[src/rtl/crc_pkg.sv]
// Shared constants for the midpoint circle rasterizer.
package crc_pkg;

  localparam int COORD_BITS_DEF = 12;
  localparam int COLOR_BITS     = 4;
  localparam int DEC_BITS       = 16;

  localparam int DEC_INIT     = 3;
  localparam int DEC_STEP_INC = 6;
  localparam int DEC_DIAG_INC = 10;

  localparam logic MODE_START = 1'b0;
  localparam logic MODE_STEP  = 1'b1;

  localparam int OUTLINE_RESULTS = 8;
  localparam int FILL_RESULTS    = 4;
  localparam int QUEUE_DEPTH     = 2;

endpackage

[src/rtl/crc_ifs.sv]
// Request and result channel interfaces of the midpoint circle rasterizer.
interface crc_in_if import crc_pkg::*; #(
  parameter int COORD_BITS = COORD_BITS_DEF
);
  logic                         valid;
  logic                         ready;
  logic                         mode;
  logic signed [COORD_BITS-1:0] center_x;
  logic signed [COORD_BITS-1:0] center_y;
  logic        [COORD_BITS-2:0] radius;
  logic        [COLOR_BITS-1:0] color;
  logic                         filled;

  modport source (output valid, mode, center_x, center_y, radius, color, filled,
                  input ready);
  modport sink (input valid, mode, center_x, center_y, radius, color, filled,
                output ready);
endinterface

interface crc_out_if import crc_pkg::*; #(
  parameter int COORD_BITS = COORD_BITS_DEF
);
  logic                       valid;
  logic                       ready;
  logic signed [COORD_BITS:0] x_start;
  logic signed [COORD_BITS:0] x_end;
  logic signed [COORD_BITS:0] row;
  logic      [COLOR_BITS-1:0] pixel_color;
  logic                       last_of_step;
  logic                       figure_done;

  modport source (output valid, x_start, x_end, row, pixel_color, last_of_step,
                  figure_done, input ready);
  modport sink (input valid, x_start, x_end, row, pixel_color, last_of_step,
                figure_done, output ready);
endinterface

[src/rtl/crc_front.sv]
// Front end: accepts requests, holds the circle state and issues step descriptors.
module crc_front import crc_pkg::*; #(
  parameter int COORD_BITS = COORD_BITS_DEF,
  parameter int STEP_W     = 4 * COORD_BITS_DEF + COLOR_BITS + 2
) (
  input  logic              clk,
  input  logic              rst_n,
  crc_in_if.sink            in_ch,
  input  logic              q_full,
  output logic              q_push,
  output logic [STEP_W-1:0] q_data
);

  typedef struct packed {
    logic signed [COORD_BITS-1:0] cx;
    logic signed [COORD_BITS-1:0] cy;
    logic        [COORD_BITS-1:0] x;
    logic        [COORD_BITS-1:0] y;
    logic        [COLOR_BITS-1:0] color;
    logic                         fill;
    logic                         done;
  } step_t;

  logic                         active_r, active_nxt;
  logic signed [COORD_BITS-1:0] cx_r, cx_nxt;
  logic signed [COORD_BITS-1:0] cy_r, cy_nxt;
  logic        [COORD_BITS-1:0] x_r, x_nxt;
  logic        [COORD_BITS-1:0] y_r, y_nxt;
  logic          [DEC_BITS-1:0] dec_r, dec_nxt;
  logic        [COLOR_BITS-1:0] color_r, color_nxt;
  logic                         fill_r, fill_nxt;

  logic                         accept;
  logic        [COORD_BITS-1:0] x_step;
  logic        [COORD_BITS-1:0] y_step;
  logic          [DEC_BITS-1:0] dec_step;
  logic                         done_step;
  step_t                        desc;

  assign in_ch.ready = !q_full;
  assign accept      = in_ch.valid && in_ch.ready;

  always_comb begin
    x_step = x_r + 1'b1;
    if (dec_r[DEC_BITS-1]) begin
      y_step   = y_r;
      dec_step = dec_r + (DEC_BITS'(x_r) << 2) + DEC_BITS'(DEC_STEP_INC);
    end else begin
      y_step   = y_r - 1'b1;
      dec_step = dec_r + ((DEC_BITS'(x_r) - DEC_BITS'(y_r)) << 2) + DEC_BITS'(DEC_DIAG_INC);
    end
    done_step = y_step < x_step;
  end

  always_comb begin
    desc.cx    = cx_r;
    desc.cy    = cy_r;
    desc.x     = x_r;
    desc.y     = y_r;
    desc.color = color_r;
    desc.fill  = fill_r;
    desc.done  = done_step;
  end

  assign q_push = accept && (in_ch.mode == MODE_STEP) && active_r;
  assign q_data = desc;

  always_comb begin
    active_nxt = active_r;
    cx_nxt     = cx_r;
    cy_nxt     = cy_r;
    x_nxt      = x_r;
    y_nxt      = y_r;
    dec_nxt    = dec_r;
    color_nxt  = color_r;
    fill_nxt   = fill_r;
    if (accept && (in_ch.mode == MODE_START)) begin
      cx_nxt     = in_ch.center_x;
      cy_nxt     = in_ch.center_y;
      x_nxt      = '0;
      y_nxt      = {1'b0, in_ch.radius};
      dec_nxt    = DEC_BITS'(DEC_INIT) - (DEC_BITS'(in_ch.radius) << 1);
      color_nxt  = in_ch.color;
      fill_nxt   = in_ch.filled;
      active_nxt = (in_ch.radius != '0);
    end else if (q_push) begin
      x_nxt   = x_step;
      y_nxt   = y_step;
      dec_nxt = dec_step;
      if (done_step) begin
        active_nxt = 1'b0;
      end
    end
  end

  always_ff @(posedge clk) begin
    if (!rst_n) begin
      active_r <= 1'b0;
      cx_r     <= '0;
      cy_r     <= '0;
      x_r      <= '0;
      y_r      <= '0;
      dec_r    <= '0;
      color_r  <= '0;
      fill_r   <= 1'b0;
    end else begin
      active_r <= active_nxt;
      cx_r     <= cx_nxt;
      cy_r     <= cy_nxt;
      x_r      <= x_nxt;
      y_r      <= y_nxt;
      dec_r    <= dec_nxt;
      color_r  <= color_nxt;
      fill_r   <= fill_nxt;
    end
  end

endmodule

[src/rtl/crc_queue.sv]
// Short first-in first-out queue of step descriptors between front and back.
module crc_queue import crc_pkg::*; #(
  parameter int WIDTH = 4 * COORD_BITS_DEF + COLOR_BITS + 2,
  parameter int DEPTH = QUEUE_DEPTH
) (
  input  logic             clk,
  input  logic             rst_n,
  input  logic             push,
  input  logic [WIDTH-1:0] push_data,
  output logic             full,
  output logic             pop_valid,
  input  logic             pop_ready,
  output logic [WIDTH-1:0] pop_data
);

  localparam int PTR_W = (DEPTH > 1) ? $clog2(DEPTH) : 1;
  localparam int CNT_W = $clog2(DEPTH + 1);

  logic [WIDTH-1:0] mem_r [DEPTH];
  logic [PTR_W-1:0] wr_ptr_r, wr_ptr_nxt;
  logic [PTR_W-1:0] rd_ptr_r, rd_ptr_nxt;
  logic [CNT_W-1:0] count_r, count_nxt;
  logic             pop;

  assign full      = (count_r == CNT_W'(DEPTH));
  assign pop_valid = (count_r != '0);
  assign pop_data  = mem_r[rd_ptr_r];
  assign pop       = pop_valid && pop_ready;

  always_comb begin
    wr_ptr_nxt = wr_ptr_r;
    rd_ptr_nxt = rd_ptr_r;
    count_nxt  = count_r;
    if (push) begin
      wr_ptr_nxt = (wr_ptr_r == PTR_W'(DEPTH - 1)) ? '0 : wr_ptr_r + 1'b1;
    end
    if (pop) begin
      rd_ptr_nxt = (rd_ptr_r == PTR_W'(DEPTH - 1)) ? '0 : rd_ptr_r + 1'b1;
    end
    if (push && !pop) begin
      count_nxt = count_r + 1'b1;
    end else if (pop && !push) begin
      count_nxt = count_r - 1'b1;
    end
  end

  always_ff @(posedge clk) begin
    if (!rst_n) begin
      wr_ptr_r <= '0;
      rd_ptr_r <= '0;
      count_r  <= '0;
    end else begin
      wr_ptr_r <= wr_ptr_nxt;
      rd_ptr_r <= rd_ptr_nxt;
      count_r  <= count_nxt;
    end
  end

  always_ff @(posedge clk) begin
    if (push) begin
      mem_r[wr_ptr_r] <= push_data;
    end
  end

endmodule

[src/rtl/crc_back.sv]
// Back end: expands one step descriptor into its points or spans, one per cycle while the output is not stalled.
module crc_back import crc_pkg::*; #(
  parameter int COORD_BITS = COORD_BITS_DEF,
  parameter int STEP_W     = 4 * COORD_BITS_DEF + COLOR_BITS + 2
) (
  input  logic              clk,
  input  logic              rst_n,
  input  logic              q_valid,
  output logic              q_ready,
  input  logic [STEP_W-1:0] q_data,
  crc_out_if.source         out_ch
);

  typedef struct packed {
    logic signed [COORD_BITS-1:0] cx;
    logic signed [COORD_BITS-1:0] cy;
    logic        [COORD_BITS-1:0] x;
    logic        [COORD_BITS-1:0] y;
    logic        [COLOR_BITS-1:0] color;
    logic                         fill;
    logic                         done;
  } step_t;

  localparam int IDX_W = $clog2(OUTLINE_RESULTS);

  step_t                      cur_r, cur_nxt;
  logic                       cur_vld_r, cur_vld_nxt;
  logic           [IDX_W-1:0] idx_r, idx_nxt;

  logic                       out_vld_r;
  logic signed [COORD_BITS:0] xs_r, xe_r, row_r;
  logic      [COLOR_BITS-1:0] color_r;
  logic                       last_r, done_r;

  logic                       out_free;
  logic                       emit;
  logic                       is_last;
  logic           [IDX_W-1:0] last_idx;
  logic                       col_use_y, col_neg, row_use_y, row_neg;
  logic      [COORD_BITS-1:0] col_val, row_val;
  logic signed [COORD_BITS:0] cx_e, cy_e, col_e, row_e;
  logic signed [COORD_BITS:0] col_plus, col_minus, row_sel;
  logic signed [COORD_BITS:0] xs_sel, xe_sel;

  assign out_free = !out_vld_r || out_ch.ready;
  assign emit     = cur_vld_r && out_free;
  assign last_idx = cur_r.fill ? IDX_W'(FILL_RESULTS - 1) : IDX_W'(OUTLINE_RESULTS - 1);
  assign is_last  = (idx_r == last_idx);
  assign q_ready  = !cur_vld_r || (emit && is_last);

  always_comb begin
    cur_nxt     = cur_r;
    cur_vld_nxt = cur_vld_r;
    idx_nxt     = idx_r;
    if (q_valid && q_ready) begin
      cur_nxt     = step_t'(q_data);
      cur_vld_nxt = 1'b1;
      idx_nxt     = '0;
    end else if (emit && is_last) begin
      cur_vld_nxt = 1'b0;
      idx_nxt     = '0;
    end else if (emit) begin
      idx_nxt = idx_r + 1'b1;
    end
  end

  always_comb begin
    col_use_y = 1'b0;
    col_neg   = 1'b0;
    row_use_y = 1'b1;
    row_neg   = 1'b1;
    if (cur_r.fill) begin
      case (idx_r)
        IDX_W'(0): begin col_use_y = 1'b0; row_use_y = 1'b1; row_neg = 1'b1; end
        IDX_W'(1): begin col_use_y = 1'b1; row_use_y = 1'b0; row_neg = 1'b1; end
        IDX_W'(2): begin col_use_y = 1'b0; row_use_y = 1'b1; row_neg = 1'b0; end
        IDX_W'(3): begin col_use_y = 1'b1; row_use_y = 1'b0; row_neg = 1'b0; end
        default: begin
          col_use_y = 1'b0;
          row_use_y = 1'b1;
          row_neg   = 1'b1;
        end
      endcase
    end else begin
      case (idx_r)
        IDX_W'(0): begin col_use_y = 1'b0; col_neg = 1'b0; row_use_y = 1'b1; row_neg = 1'b1; end
        IDX_W'(1): begin col_use_y = 1'b1; col_neg = 1'b0; row_use_y = 1'b0; row_neg = 1'b1; end
        IDX_W'(2): begin col_use_y = 1'b1; col_neg = 1'b0; row_use_y = 1'b0; row_neg = 1'b0; end
        IDX_W'(3): begin col_use_y = 1'b0; col_neg = 1'b0; row_use_y = 1'b1; row_neg = 1'b0; end
        IDX_W'(4): begin col_use_y = 1'b0; col_neg = 1'b1; row_use_y = 1'b1; row_neg = 1'b0; end
        IDX_W'(5): begin col_use_y = 1'b1; col_neg = 1'b1; row_use_y = 1'b0; row_neg = 1'b0; end
        IDX_W'(6): begin col_use_y = 1'b1; col_neg = 1'b1; row_use_y = 1'b0; row_neg = 1'b1; end
        default: begin
          col_use_y = 1'b0;
          col_neg   = 1'b1;
          row_use_y = 1'b1;
          row_neg   = 1'b1;
        end
      endcase
    end
  end

  always_comb begin
    col_val   = col_use_y ? cur_r.y : cur_r.x;
    row_val   = row_use_y ? cur_r.y : cur_r.x;
    cx_e      = {cur_r.cx[COORD_BITS-1], cur_r.cx};
    cy_e      = {cur_r.cy[COORD_BITS-1], cur_r.cy};
    col_e     = {1'b0, col_val};
    row_e     = {1'b0, row_val};
    col_plus  = cx_e + col_e;
    col_minus = cx_e - col_e;
    row_sel   = row_neg ? (cy_e - row_e) : (cy_e + row_e);
    if (cur_r.fill) begin
      xs_sel = col_minus;
      xe_sel = col_plus;
    end else begin
      xs_sel = col_neg ? col_minus : col_plus;
      xe_sel = xs_sel;
    end
  end

  always_ff @(posedge clk) begin
    if (!rst_n) begin
      cur_vld_r <= 1'b0;
      idx_r     <= '0;
      out_vld_r <= 1'b0;
    end else begin
      cur_vld_r <= cur_vld_nxt;
      idx_r     <= idx_nxt;
      if (emit) begin
        out_vld_r <= 1'b1;
      end else if (out_ch.ready) begin
        out_vld_r <= 1'b0;
      end
    end
  end

  always_ff @(posedge clk) begin
    cur_r <= cur_nxt;
    if (emit) begin
      xs_r    <= xs_sel;
      xe_r    <= xe_sel;
      row_r   <= row_sel;
      color_r <= cur_r.color;
      last_r  <= is_last;
      done_r  <= is_last && cur_r.done;
    end
  end

  assign out_ch.valid        = out_vld_r;
  assign out_ch.x_start      = xs_r;
  assign out_ch.x_end        = xe_r;
  assign out_ch.row          = row_r;
  assign out_ch.pixel_color  = color_r;
  assign out_ch.last_of_step = last_r;
  assign out_ch.figure_done  = done_r;

endmodule

[src/rtl/midpoint_circle_rasterizer.sv]
// Top level of the midpoint circle rasterizer.
// A start request loads the center, radius, color and fill flag and gives no
// result; each step request advances the midpoint circle by one octant step and
// gives eight points in outline mode or four horizontal spans in filled mode,
// with last_of_step on the final one and figure_done on the final result of the
// circle. The output register delivers one result per cycle while the output
// channel is ready; the front end runs ahead through a two-entry descriptor
// queue and keeps accepting requests while the back end is busy until both
// entries are taken, and the first result of a step passes through the queue,
// the back end's current-descriptor register and the output register in turn.
module midpoint_circle_rasterizer import crc_pkg::*; #(
  parameter int COORD_BITS = COORD_BITS_DEF
) (
  input  logic       clk,
  input  logic       rst_n,
  crc_in_if.sink     in_ch,
  crc_out_if.source  out_ch
);

  localparam int STEP_W = 4 * COORD_BITS + COLOR_BITS + 2;

  logic              q_push;
  logic              q_full;
  logic [STEP_W-1:0] q_push_data;
  logic              q_valid;
  logic              q_ready;
  logic [STEP_W-1:0] q_pop_data;

  crc_front #(
    .COORD_BITS (COORD_BITS),
    .STEP_W     (STEP_W)
  ) u_front (
    .clk    (clk),
    .rst_n  (rst_n),
    .in_ch  (in_ch),
    .q_full (q_full),
    .q_push (q_push),
    .q_data (q_push_data)
  );

  crc_queue #(
    .WIDTH (STEP_W),
    .DEPTH (QUEUE_DEPTH)
  ) u_queue (
    .clk       (clk),
    .rst_n     (rst_n),
    .push      (q_push),
    .push_data (q_push_data),
    .full      (q_full),
    .pop_valid (q_valid),
    .pop_ready (q_ready),
    .pop_data  (q_pop_data)
  );

  crc_back #(
    .COORD_BITS (COORD_BITS),
    .STEP_W     (STEP_W)
  ) u_back (
    .clk     (clk),
    .rst_n   (rst_n),
    .q_valid (q_valid),
    .q_ready (q_ready),
    .q_data  (q_pop_data),
    .out_ch  (out_ch)
  );

  a_no_push_when_full: assert property (@(posedge clk) disable iff (!rst_n)
    q_push |-> !q_full)
    else $error("step descriptor pushed into a full queue");

  a_done_is_last: assert property (@(posedge clk) disable iff (!rst_n)
    (out_ch.valid && out_ch.figure_done) |-> out_ch.last_of_step)
    else $error("figure_done without last_of_step");

  a_span_order: assert property (@(posedge clk) disable iff (!rst_n)
    out_ch.valid |-> ($signed(out_ch.x_start) <= $signed(out_ch.x_end)))
    else $error("span left end lies right of its right end");

  a_push_only_step: assert property (@(posedge clk) disable iff (!rst_n)
    q_push |-> (in_ch.valid && in_ch.ready && (in_ch.mode == MODE_STEP)))
    else $error("descriptor pushed without an accepted step request");

endmodule
[src/flat_wrapper.sv]
// flat-port wrapper written by rule: the top's interface ports become plain ports
module midpoint_circle_rasterizer_flat import crc_pkg::*;
#(
  parameter int COORD_BITS = COORD_BITS_DEF
)
  (clk, rst_n, in_ch_valid, in_ch_mode, in_ch_center_x, in_ch_center_y, in_ch_radius, in_ch_color, in_ch_filled, in_ch_ready, out_ch_valid, out_ch_x_start, out_ch_x_end, out_ch_row, out_ch_pixel_color, out_ch_last_of_step, out_ch_figure_done, out_ch_ready);
  crc_in_if #(.COORD_BITS(COORD_BITS)) in_ch_i ();
  crc_out_if #(.COORD_BITS(COORD_BITS)) out_ch_i ();
  input  logic clk;
  input  logic rst_n;
  input wire logic [$bits(in_ch_i.valid)-1:0] in_ch_valid;
  input wire logic [$bits(in_ch_i.mode)-1:0] in_ch_mode;
  input wire logic [$bits(in_ch_i.center_x)-1:0] in_ch_center_x;
  input wire logic [$bits(in_ch_i.center_y)-1:0] in_ch_center_y;
  input wire logic [$bits(in_ch_i.radius)-1:0] in_ch_radius;
  input wire logic [$bits(in_ch_i.color)-1:0] in_ch_color;
  input wire logic [$bits(in_ch_i.filled)-1:0] in_ch_filled;
  output wire logic [$bits(in_ch_i.ready)-1:0] in_ch_ready;
  output wire logic [$bits(out_ch_i.valid)-1:0] out_ch_valid;
  output wire logic [$bits(out_ch_i.x_start)-1:0] out_ch_x_start;
  output wire logic [$bits(out_ch_i.x_end)-1:0] out_ch_x_end;
  output wire logic [$bits(out_ch_i.row)-1:0] out_ch_row;
  output wire logic [$bits(out_ch_i.pixel_color)-1:0] out_ch_pixel_color;
  output wire logic [$bits(out_ch_i.last_of_step)-1:0] out_ch_last_of_step;
  output wire logic [$bits(out_ch_i.figure_done)-1:0] out_ch_figure_done;
  input wire logic [$bits(out_ch_i.ready)-1:0] out_ch_ready;
  assign in_ch_i.valid = in_ch_valid;
  assign in_ch_i.mode = in_ch_mode;
  assign in_ch_i.center_x = in_ch_center_x;
  assign in_ch_i.center_y = in_ch_center_y;
  assign in_ch_i.radius = in_ch_radius;
  assign in_ch_i.color = in_ch_color;
  assign in_ch_i.filled = in_ch_filled;
  assign in_ch_ready = in_ch_i.ready;
  assign out_ch_valid = out_ch_i.valid;
  assign out_ch_x_start = out_ch_i.x_start;
  assign out_ch_x_end = out_ch_i.x_end;
  assign out_ch_row = out_ch_i.row;
  assign out_ch_pixel_color = out_ch_i.pixel_color;
  assign out_ch_last_of_step = out_ch_i.last_of_step;
  assign out_ch_figure_done = out_ch_i.figure_done;
  assign out_ch_i.ready = out_ch_ready;
  midpoint_circle_rasterizer #(.COORD_BITS(COORD_BITS)) u_core (.clk(clk), .rst_n(rst_n), .in_ch(in_ch_i), .out_ch(out_ch_i));
endmodule
[config.mk]
export PLATFORM = sky130hd
export DESIGN_NAME = midpoint_circle_rasterizer_flat
export DESIGN_NICKNAME = d
export VERILOG_FILES = /design/src/rtl/crc_pkg.sv /design/src/rtl/crc_ifs.sv /design/src/rtl/crc_front.sv /design/src/rtl/crc_queue.sv /design/src/rtl/crc_back.sv /design/src/rtl/midpoint_circle_rasterizer.sv /design/src/flat_wrapper.sv
export SDC_FILE = /design/constraint.sdc
export NUM_CORES = 1
export LEC_CHECK = 0
export ABC_AREA = 1
export BUFFER_PORTS_ARGS = -buffer_cell sky130_fd_sc_hd__buf_2
export CAP_MARGIN = 10
export CELL_PAD_IN_SITES_DETAIL_PLACEMENT = 0
export CELL_PAD_IN_SITES_GLOBAL_PLACEMENT = 2
export CORE_MARGIN = 2
export CORE_UTILIZATION = 38
export DETAILED_ROUTE_END_ITERATION = 6
export PLACE_DENSITY = 0.88
export SYNTH_ARGS = -nofsm -noshare
export SYNTH_HDL_FRONTEND = slang
export SYNTH_SLANG_ARGS = --single-unit
export TNS_END_PERCENT = 50
[constraint.sdc]
create_clock -name clk -period 4.67 [get_ports clk]
set_clock_uncertainty 0.1 [all_clocks]
set_input_delay 0.2335 -clock clk [delete_from_list [all_inputs] [get_ports clk]]
set_output_delay 0.2335 -clock clk [all_outputs]
set_load 0.01 [all_outputs]
==> results.md <==
- Initial antenna violation count: 0
- Largest net degree at the start of global routing: 58
- Crit end category: flop
- Top_reg_cell synth: edfxtp_1
- Routability-driven placement congestion ratio: 0.8800
- Seq/Total Area, Yosys: 49.36%
- GRT busiest layer: met2
- Post-CTS Setup Inserts: 0
- Post-synth top area cell: edfxtp_1
- Hold WC Path Type: in -> reg
- Slew headroom: 28.31%
- Clock sinks: 284
- Synthesized Nets: 1960
- Worst EP required: 5.07 ns
- Post-CTS sizing: 0
- Via/cell ratio: 4.905
- Clock Path Buffers: 3
- FF+latch count, synth: 284
- Initial core utilization: 38.44%
- Tmin final: 3.896 ns
- ANT cells: 0
- Drt wl/cell: 15.98 um
- Crit-path max FO: 7
- Crit path DAT: 4.29 ns
- DRT Wirelength: 39460 um
- Run status: finished, final reports clean
- Startpoint types: flop
- Reg clk slew, reported paths: 0.06 ns
- Final setup viols: 0
- CTS tree: yes
- Number of max-cap violations: 0
- Mean Syn Cell Area: 8.808 um2
- Detailed Place HPWL: 28330 um
- Fin Setup TNS: 0 ns
- Port bufs: 91
- Final core occ: 44.63%
- Critical path type: reg -> reg
- Max-slew violations: 0
- Filler cell count: 3980
- Starting DRC count in detailed routing: 659
- RSZ-0062 raised after global routing: no
- GRT overflow: 0
- Hold Vio Cnt, Final: 0
- P_leak: 0.008003 uW
- DP Cell Count: 2369
- Most common library cells after synthesis: nand2_1, edfxtp_1, inv_1
- Most common cell in the synthesized netlist: nand2_1
- Netlist cell types: 51
- Root Driver: clkbuf_16
- Cts bufs inserted: 31
- Worst Tran Pin Value: 1.075 ns
- FP Rows: 74
- Die extent in y: 207.2 um
- Number of flops mapped to enable cells by yosys: 206
- First-pass GRT wire length: 62670 um
- Core footprint: 40830 um2
- Fin crit share: 83.42%
- Final nets: 2090
- Top cells by area, synth: edfxtp_1, nand2_1, ha_1, dfxtp_1, o21ai_0
- Via Count: 12110
- GRT Overall Usage: 18.15%
- Max Freq: 256.7 MHz
- Post-Syn Area: 15700 um2
- Ys Warns: 0
- Met3 Use GR: 1.982%
- Die X: 207.2 um
- Final ANT Viol Nets: 0
- Layout area overhead: 16.11%
- P per Cell Area: 728.4 nW/um2
- Htree depth: 1
- Mapped Cells: 1782
- Grt met1 use: 23.18%
- Non-filler cells in the finished layout: 2469
- I/O Pins: 92
- DR pass1 iterations: 5
- Worst VDD drop: 0.3303 mV
- Vias in the first global route: 11660
- Global Route met2 Usage: 32.39%
- Die area: 42950 um2
- FFs w/ async S/R, synth: 0%
- DRC: 0
- Clk_lat worst skew: 0.57 ns
- Share of cells above drive strength 1: 10.22%
- Synth top area share: 39.41%
[final timing paths]
path,from,end,slack [ns],cells after the start
hold / removal,in_ch_valid,u_core.u_front.active_r,0.05,6
setup reg to reg,u_core.u_front.y_r[3],u_core.u_front.dec_r[15],0.77,23
setup / recovery,u_core.u_front.y_r[3],u_core.u_front.dec_r[15],0.77,23
hold reg to reg,u_core.u_back.cur_r[4],u_core.u_back.out_ch.pixel_color[2],0.34,0
[final cells by class]
| class | instances | area [um2] | share of cell area [%] |
|---|---|---|---|
| Clock buffer | 41 | 863.3 | 4.737 |
| Clock inverter | 17 | 229.0 | 1.256 |
| Inverter | 178 | 669.4 | 3.673 |
| Multi-Input combinational cell | 1271 | 7076 | 38.82 |
| Sequential cell | 284 | 7749 | 42.52 |
| Tap cell | 532 | 665.6 | 3.652 |
| Timing Repair Buffer | 146 | 973.4 | 5.341 |
[through the flow]
step / power (uW) / hold slack (ns) / instance area [um2] / worst slack, ns
floorplan: 8947 / 0.2684 / 15700 / 0.8425
global placement: 10700 / 0.3076 / 16710 / 0.8817
detailed placement: 10760 / 0.3071 / 16710 / 0.8307
CTS: 13430 / 0.02508 / 18230 / 0.7839
global route: 14500 / 0.08074 / 18230 / 0.3940
finish: 13270 / 0.04773 / 18230 / 0.7745
[state kept, by name (all words and copies together) (netlist names), 2 cells and up]
name and cells:
u_core.u_back.out_ch.x_end 12, u_core.u_front.cx_r 12, u_core.u_back.out_ch.x_start 13, u_core.u_front.color_r 4, u_core.u_front.y_r 12, u_core.u_back.cur_r 54, u_core.u_queue.count_r 2, u_core.u_front.dec_r 15
u_core.u_front.x_r 12, u_core.u_back.out_ch.pixel_color 4, u_core.u_queue.mem_r 108, u_core.u_front.cy_r 12, u_core.u_back.idx_r 3, u_core.u_back.out_ch.row 13
[metal layers]
| layer | wire length (um) | share of wire [%] | up-vias |
|---|---|---|---|
| li1 | - | - | 6243 |
| met1 | 17550 | 44 | 5616 |
| met2 | 19550 | 50 | 201 |
| met3 | 1395 | 3.5 | 50 |
| met4 | 963 | 2.4 | 0 |
| met5 | 0 | 0 | - |
[what timing repair did]
action,in CTS,in global routing
hold buffers,42,0
endpoints found under the hold margin,50,0
endpoints found under the setup margin,0,0
[worst max-delay path, cell delays in order, from the launching register on]
cell and delay (ns):
dfxtp_1 0.43, inv_1 0.12, ha_1 0.36, nand2_1 0.11, nor4_1 0.23, nor2_1 0.11, o21ai_0 0.37, a21oi_1 0.14
xor2_1 0.15, inv_1 0.07, ha_1 0.27, ha_1 0.36, nand2_1 0.11, nor2_1 0.15, inv_1 0.05, nor2_1 0.08
nand2_1 0.07, nand2_1 0.07, nand2_1 0.06, nand3_1 0.07, nand3_1 0.09, nand2_1 0.08, nand2_1 0.05, a21oi_1 0.14
[placed cells by master, fill, tap and decap left out, types with 8 or more instances in the layout]
cell | synthesis | layout
nand2_1 | 485 | 485
edfxtp_1 | 206 | 206
inv_1 | 168 | 166
nor2_1 | 156 | 154
ha_1 | 127 | 127
o21ai_0 | 126 | 126
a21oi_1 | 118 | 118
buf_2 | 14 | 91
dfxtp_1 | 78 | 77
nand3_1 | 71 | 71
dlygate4sd3_1 | 0 | 42
xor2_1 | 38 | 38
clkbuf_16 | 0 | 31
xnor2_1 | 19 | 19
a31oi_1 | 17 | 17
nand4_1 | 15 | 15
buf_4 | 3 | 13
o21ai_1 | 11 | 11
nor3_1 | 10 | 10
inv_2 | 7 | 9
o21bai_1 | 9 | 9
or2_2 | 8 | 8
[cell families after synthesis]
family	share of synthesized area, %
flip-flops	49.36
AND/OR/NAND/NOR	19.90
buffers and inverters	5.739
adder cells (fa/ha/maj)	10.89
XOR/XNOR	3.181
AO/OA/AOI/OAI	10.86
multiplexers	0.06377
[power breakdown]
part / leakage, uW / switching (uW) / internal, uW
Combinational: 0.00492 / 4390 / 2330
Sequential: 0.00255 / 277 / 3690
Clock: 0.000525 / 1010 / 1580
Total: 0.00800 / 5680 / 7600
Power figures use the tool's default switching activity.
